$ cat src/hdl/ftwc_pkg.sv
// ----------------------------------------------------------------------------
// ftwc_pkg
// types, constants and codes shared by the five-tuple classifier modules
// ----------------------------------------------------------------------------
package ftwc_pkg;

  localparam int unsigned NODES  = 256;                   // entries per level
  localparam int unsigned LEVELS = 5;
  localparam int unsigned IW     = $clog2(NODES);         // entry index width
  localparam int unsigned CW     = $clog2(NODES + 1);     // fill count width
  localparam int unsigned LW     = 3;                     // level number width
  localparam int unsigned AW     = $clog2(LEVELS * NODES);
  localparam int unsigned EW     = IW + 34;               // entry width

  localparam logic [LW-1:0] LVL_LAST = LW'(LEVELS - 1);

  typedef enum logic [1:0] {
    OP_CLEAR  = 2'd0,
    OP_INSERT = 2'd1,
    OP_LOOKUP = 2'd2,
    OP_NONE   = 2'd3
  } op_e;

  typedef struct packed {
    logic [1:0]  operation;
    logic [7:0]  protocol;
    logic [31:0] src_ip;
    logic        src_ip_any;
    logic [15:0] sport;
    logic        sport_any;
    logic [31:0] dst_ip;
    logic        dst_ip_any;
    logic [15:0] dport;
    logic        dport_any;
    logic        allow;
  } in_t;

  typedef struct packed {
    logic allowed;
    logic status;
  } out_t;

  typedef struct packed {
    logic [IW-1:0] parent;
    logic          wild;
    logic [31:0]   key;
    logic          allow;
  } entry_t;

  typedef enum logic [2:0] {
    ST_IDLE,
    ST_RD,
    ST_CMP,
    ST_DECIDE,
    ST_WRITE,
    ST_DONE
  } state_e;

  typedef struct packed {
    logic load;
    logic clear_fill;
    logic rd;
    logic cmp;
    logic descend;
    logic wr_new;
    logic wr_leaf;
    logic res_load;
    logic res_allowed;
    logic res_status;
    logic push;
  } cmd_t;

  typedef struct packed {
    op_e  op;
    logic scan_done;
    logic hit;
    logic hit_allow;
    logic last;
    logic room_ok;
    logic out_free;
  } sts_t;

endpackage

$ cat src/hdl/ftwc_ctrl.sv
// ----------------------------------------------------------------------------
// ftwc_ctrl
// sequencer for clear, insert and lookup walks over the five levels
// ----------------------------------------------------------------------------
module ftwc_ctrl (
  input  logic           clk_i,
  input  logic           rst_ni,
  input  logic           in_valid_i,
  output logic           in_ready_o,
  input  ftwc_pkg::sts_t sts_i,
  output ftwc_pkg::cmd_t cmd_o
);

  ftwc_pkg::state_e state_q, state_d;

  always_ff @(posedge clk_i or negedge rst_ni) begin
    if (!rst_ni) begin
      state_q <= ftwc_pkg::ST_IDLE;
    end else begin
      state_q <= state_d;
    end
  end

  // next state
  always_comb begin
    state_d = state_q;
    unique case (state_q)
      ftwc_pkg::ST_IDLE: begin
        if (in_valid_i) begin
          state_d = ftwc_pkg::ST_RD;
        end
      end
      ftwc_pkg::ST_RD: begin
        priority if (sts_i.op == ftwc_pkg::OP_CLEAR || sts_i.op == ftwc_pkg::OP_NONE) begin
          state_d = ftwc_pkg::ST_DONE;
        end else if (sts_i.scan_done) begin
          state_d = ftwc_pkg::ST_DECIDE;
        end else begin
          state_d = ftwc_pkg::ST_CMP;
        end
      end
      ftwc_pkg::ST_CMP: state_d = ftwc_pkg::ST_RD;
      ftwc_pkg::ST_DECIDE: begin
        priority if (sts_i.hit && !sts_i.last) begin
          state_d = ftwc_pkg::ST_RD;
        end else if (sts_i.op == ftwc_pkg::OP_INSERT && !sts_i.hit && sts_i.room_ok) begin
          state_d = ftwc_pkg::ST_WRITE;
        end else begin
          state_d = ftwc_pkg::ST_DONE;
        end
      end
      ftwc_pkg::ST_WRITE: begin
        if (sts_i.last) begin
          state_d = ftwc_pkg::ST_DONE;
        end
      end
      ftwc_pkg::ST_DONE: begin
        if (sts_i.out_free) begin
          state_d = ftwc_pkg::ST_IDLE;
        end
      end
      default: state_d = ftwc_pkg::ST_IDLE;
    endcase
  end

  // commands
  always_comb begin
    cmd_o      = '0;
    in_ready_o = 1'b0;
    unique case (state_q)
      ftwc_pkg::ST_IDLE: begin
        in_ready_o = 1'b1;
        cmd_o.load = in_valid_i;
      end
      ftwc_pkg::ST_RD: begin
        priority if (sts_i.op == ftwc_pkg::OP_CLEAR) begin
          cmd_o.clear_fill = 1'b1;
          cmd_o.res_load   = 1'b1;
        end else if (sts_i.op == ftwc_pkg::OP_NONE) begin
          cmd_o.res_load = 1'b1;
        end else if (!sts_i.scan_done) begin
          cmd_o.rd = 1'b1;
        end else begin
          cmd_o.rd = 1'b0;
        end
      end
      ftwc_pkg::ST_CMP: cmd_o.cmp = 1'b1;
      ftwc_pkg::ST_DECIDE: begin
        priority if (sts_i.hit && !sts_i.last) begin
          cmd_o.descend = 1'b1;
        end else if (sts_i.op == ftwc_pkg::OP_LOOKUP) begin
          cmd_o.res_load    = 1'b1;
          cmd_o.res_allowed = sts_i.hit & sts_i.hit_allow;
        end else if (sts_i.hit) begin
          // rule already present: overwrite the leaf
          cmd_o.wr_leaf  = 1'b1;
          cmd_o.res_load = 1'b1;
        end else begin
          cmd_o.res_load   = 1'b1;
          cmd_o.res_status = !sts_i.room_ok;
        end
      end
      ftwc_pkg::ST_WRITE: cmd_o.wr_new = 1'b1;
      ftwc_pkg::ST_DONE:  cmd_o.push   = sts_i.out_free;
      default: cmd_o = '0;
    endcase
  end

endmodule

$ cat config.mk
export PLATFORM = sky130hd
export DESIGN_NAME = ftwc_ctrl
export DESIGN_NICKNAME = d
export VERILOG_FILES = /design/src/hdl/ftwc_pkg.sv /design/src/hdl/ftwc_ctrl.sv
export SDC_FILE = /design/constraint.sdc
export NUM_CORES = 1
export LEC_CHECK = 0
export BUFFER_PORTS_ARGS = -buffer_cell sky130_fd_sc_hd__buf_2
export CAP_MARGIN = 30
export CELL_PAD_IN_SITES_DETAIL_PLACEMENT = 0
export CELL_PAD_IN_SITES_GLOBAL_PLACEMENT = 1
export CORE_AREA = 2 2 39 41
export CTS_CLUSTER_DIAMETER = 50
export CTS_CLUSTER_SIZE = 40
export DETAILED_ROUTE_END_ITERATION = 10
export DIE_AREA = 0 0 41 43
export PLACE_DENSITY_LB_ADDON = 0.25
export SYNTH_ARGS = -nofsm -noshare
export SYNTH_HDL_FRONTEND = slang
export SYNTH_SLANG_ARGS = --single-unit
$ cat constraint.sdc
create_clock -name clk_i -period 2.3 [get_ports clk_i]
set_input_delay 0.345 -clock clk_i [delete_from_list [all_inputs] [get_ports clk_i]]
set_output_delay 0.345 -clock clk_i [all_outputs]
set_load 0.05 [all_outputs]
Yosys cells after proc, flatten, opt, wreduce, memory -nomap -nowiden
Index checks and enable logic that the tools add are counted.
{ "word_totals": {"register_bits": 3, "in_bits": 11, "output_inout_bits": 12, "elab_cells": 54} }
{ "classes": {"n_eq_ne": 11, "muxes": 31, "bitwise_logic": 1, "n_reduce_logical": 10} }
{ "ops": {"columns": ["op", "n"], "rows": [
  ["$mux 1", 21],
  ["$pmux 3 s6", 1],
  ["$mux 3", 5],
  ["$eq 3x2->1 const B", 2],
  ["$eq 3x3->1 const B", 2],
  ["$ne 2x2->1 const B", 3],
  ["$eq 2x2->1 const B", 2],
  ["$mux 2", 2],
  ["$mux 4", 1],
  ["$eq 3x1->1 const B", 1],
  ["$logic_and 1x1->1", 3],
  ["$logic_not 1->1", 3],
  ["$logic_not 3->1", 1],
  ["$reduce_and 3->1", 1],
  ["$eq 2x1->1 const B", 1],
  ["$logic_not 2->1", 1],
  ["$pmux 1 s2", 1],
  ["$and 1x1->1", 1],
  ["$logic_or 1x1->1", 1]
]} }

Depth between registers and ports, before layout
{ "logic_depth": {"depth_word": 6, "depth_mapped": 5, "ltp_nobuf": 5} }

Worst setup path after synthesis
No wires, ideal clock.
{ "synth_timing": {"path_kind": "register to output", "start": "register state_q[1]", "end": "output port cmd_o[10] in the netlist's numbering", "arrival_ns": 2.242, "required_time_ns": 1.955, "path_slack_ns": -0.287, "stages_incl_launch_ff": 4, "n_path_buf": 1, "path_cell_list": "dfrtp_1 > buf_2 > nor3_1 > and2_1"} }
{ "synth_rtl": {"columns": ["element", "line", "rtl"], "rows": [
  ["start, declared", "ftwc_ctrl.sv:14", "ftwc_pkg::state_e state_q, state_d;"],
  ["start signal, assigned", "ftwc_ctrl.sv:18", "state_q <= ftwc_pkg::ST_IDLE;"],
  ["start signal, assigned", "ftwc_ctrl.sv:20", "state_q <= state_d;"],
  ["end, declared", "ftwc_ctrl.sv:11", "output ftwc_pkg::cmd_t cmd_o"]
]} }

==> results.toml <==
[outcome]
outcome = "completed"

[sta]
max_clock_freq_mhz = 498.2
setup_tns_ns = 0
grt_setup_unrepaired = "false"
period_needed_ns = 2.007
hold_violations = 0
holdWs_ns = 0.4413
relSlewSlack_pct = 83.05
period_share_pct = 87.27
tightest_slew_ns = 0.2543
slew_violations = 0
finalClockSkew_ns = 0.003193
setup_viol = 0

[logic_synthesis]
synth-main-ff-cell = "dfrtp_1"
synth_top_area_cell = "dfrtp_1"
synth_xor_area_share_pct = 0
ys_seq_elements = 3
synth_seq_area_share_pct = 22.14
synth_top_area_share_pct = 22.14
synth_edf_count = 0
synthCells = 44
synth.distinct_cells = 21
synth-compound-area-share_pct = 7.749
synth-adder-area-share_pct = 14.76
async_reset_ff_share_pct = 100.0
synth_top_family_by_area = "simple AND/OR/NAND/NOR gates"
synth_area_leaders = "dfrtp_1, ha_1, nand2b_1"
synth_mux_area_share_pct = 0
ys_top_cells_by_count = "nand2b_1, nor2_1, ha_1, nor3b_1"
syn_nets = 59
netlist_area_sq_um = 339.1
yosys_warnings = 0
syn_avg_cell_area_sq_um = 7.706
yosys.area_share.simple_pct = 50.55

[power]
internal-power_mw = 0.2603
clkPwrFrac_pct = 15.2
max-vdd-ir-drop_uv = 477.0
sequentialPowerShare_pct = 18.9
p_leak_nw = 0.2723
p_sw_share_pct = 56.22
power_density_nw_per_um2 = 1145
power_frac_comb_pct = 65.9
p_sw_mw = 0.3342

[layout]
n_antenna_cell = 0
fin_nets = 87
area_delta_synth_final_pct = 53.14
drive_gt1_share_pct = 43.66
top_regs = "state_q: 3 flops"
utilization_pct = 37.52
largest_reg_flops = 3
largest-register = "state_q"
fill_cells = 159

[die]
die_w_microns = 41
fp.dieH_microns = 43
die-area_sq_um = 1763
rows = 14
io_pins = 23
start_util_pct = 24.50
coreArea_sq_um = 1384

[clocking]
root_buffer = "clkbuf_4"
cts_buffer_depth = 2
cts_setup_buffers = 0
clkLatencyLatePin_ns = 0.23
clkSlewWorstSetupHoldPaths_ns = 0.04
htreeDepth = 1
cts.sink_count = 3
cts_made_buffers = 3
cts_tree = "done"

[critical_path]
crit_slowest_cell = "dfrtp_1"
path_class = "reg2out"
crit_fanout = 7
cp.required_ns = 1.96
cp-start-kind = "flop"
crit_path_end_kind = "primary output"
max_stage_delay_ns = 0.42
crit_family = "simple AND/OR/NAND/NOR gates"
cp_cell_sequence = "nand2b_2 > or3_4 > nor2_2 > buf_2"
cp.buffers_inverters = 1
worstPathArrival_ns = 1.66

[route]
wl_met1_microns = 334
vias = 389
vias_per_cell = 4.471
wl_per_cell_microns = 9.437
firstDrtPassIters = 3
met3WireLength_microns = 35
wl_microns = 821
first_iter_violations = 4
ant_nets = 0
wl_met2_microns = 452
highest_layer = "met3"
drc_errors = 0

[grt]
grt_pass1_vias = 392
grt-ovfl-total = 0
grt_max_degree = 10
grt_pass1_wl_mm = 1.414
antenna_found_initial = 0
gr-usage-all-layers_pct = 11.86

[placed_design]
dp_hpwl_microns = 728.6
port_buffers = 22
gp_routability_congestion = 0.6511

[job]
max_cap_viol_count = 0

[worst_hold_path]
hp-class = "in2async"
-- worst register-to-register path, delay by kind of cell (launching register included) --
kind | cells | cell delay [ns]
flops | 1 | 0.37
compound gates | 2 | 0.36
simple gates | 1 | 0.22
buf+inv | 1 | 0.16
-- cell type report --
type | count | area, sq um | area share [%]
Timing Repair Buffer | 24 | 127.6 | 24.58
Inverter | 3 | 11.26 | 2.169
Multi-Input combinational cell | 37 | 259.0 | 49.88
Tap cell | 16 | 20.02 | 3.855
Clock buffer | 4 | 26.28 | 5.060
Sequential cell | 3 | 75.07 | 14.46
-- per-layer routing --
metal | track usage (%) | vias to the layer above
met5 | 0 | -
met4 | 8.000 | 0
met3 | 1.571 | 0
met2 | 19.69 | 8
met1 | 12.90 | 179
li1 | - | 202
-- layout by cell type, fill, tap and decap left out, drive strengths merged --
master and count:
or2 1, o21ai 2, nand2b 6, nor4 1
clkbuf 4, nor3b 4, ha 4, nand3 1
nor2 6, nor3 3, buf 23, and2 2
nor2b 1, dfrtp 3, dlygate4sd3 1, or3 2
nand2 2, inv 3, o22ai 1, a41o 1
-- power by group through the flow --
stage	clock network [mW]	registers (mW)	logic, mW
after CTS	0.0934	0.113	0.397
after global routing	0.0986	0.121	0.428
after detailed placement	0	0.114	0.394
final	0.0905	0.113	0.392
after global placement	0	0.114	0.395
after floorplan	0	0.104	0.313
-- logic make-up (layout without fill, tap and decap cells) --
family,count (synthesis),count (layout)
and+or+nand+nor,29,29
buffers and inverters,4,31
AOI/OAI and AO/OA,4,4
adders and majority gates,4,4
DFF,3,3
-- metrics by stage --
step	cells	power (mW)	area [sq um]	setup slack, ns
4_1_cts	87	0.6036	519.2	0.2832
2_1_floorplan	44	0.4169	350.3	0.04158
3_5_place_dp	82	0.5085	483.0	0.5153
6_report	87	0.5946	519.2	0.2929
3_3_place_gp	82	0.5095	483.0	0.5021
5_1_grt	87	0.6475	519.2	0.1954
-- final timing paths --
check | startpoint | end | slack (ns) | cells after the start
setup / recovery | state_q[2] | cmd_o[2] | 0.29 | 4
hold / removal | rst_ni | state_q[2] | 0.44 | 2
setup reg to reg | state_q[1] | state_q[0] | 1.08 | 4
hold reg to reg | state_q[2] | state_q[2] | 0.71 | 2
max in group asynchronous | rst_ni | state_q[1] | 1.75 | 2
min in group clk_i | sts_i[0] | state_q[2] | 0.46 | 3
-- repair_timing --
item,CTS,global route
endpoints found under the setup margin,0,0
hold buffers,1,0
endpoints found under the hold margin,3,0
gates resized for setup,0,0
Note: power is estimated with default switching activity, not from simulation.
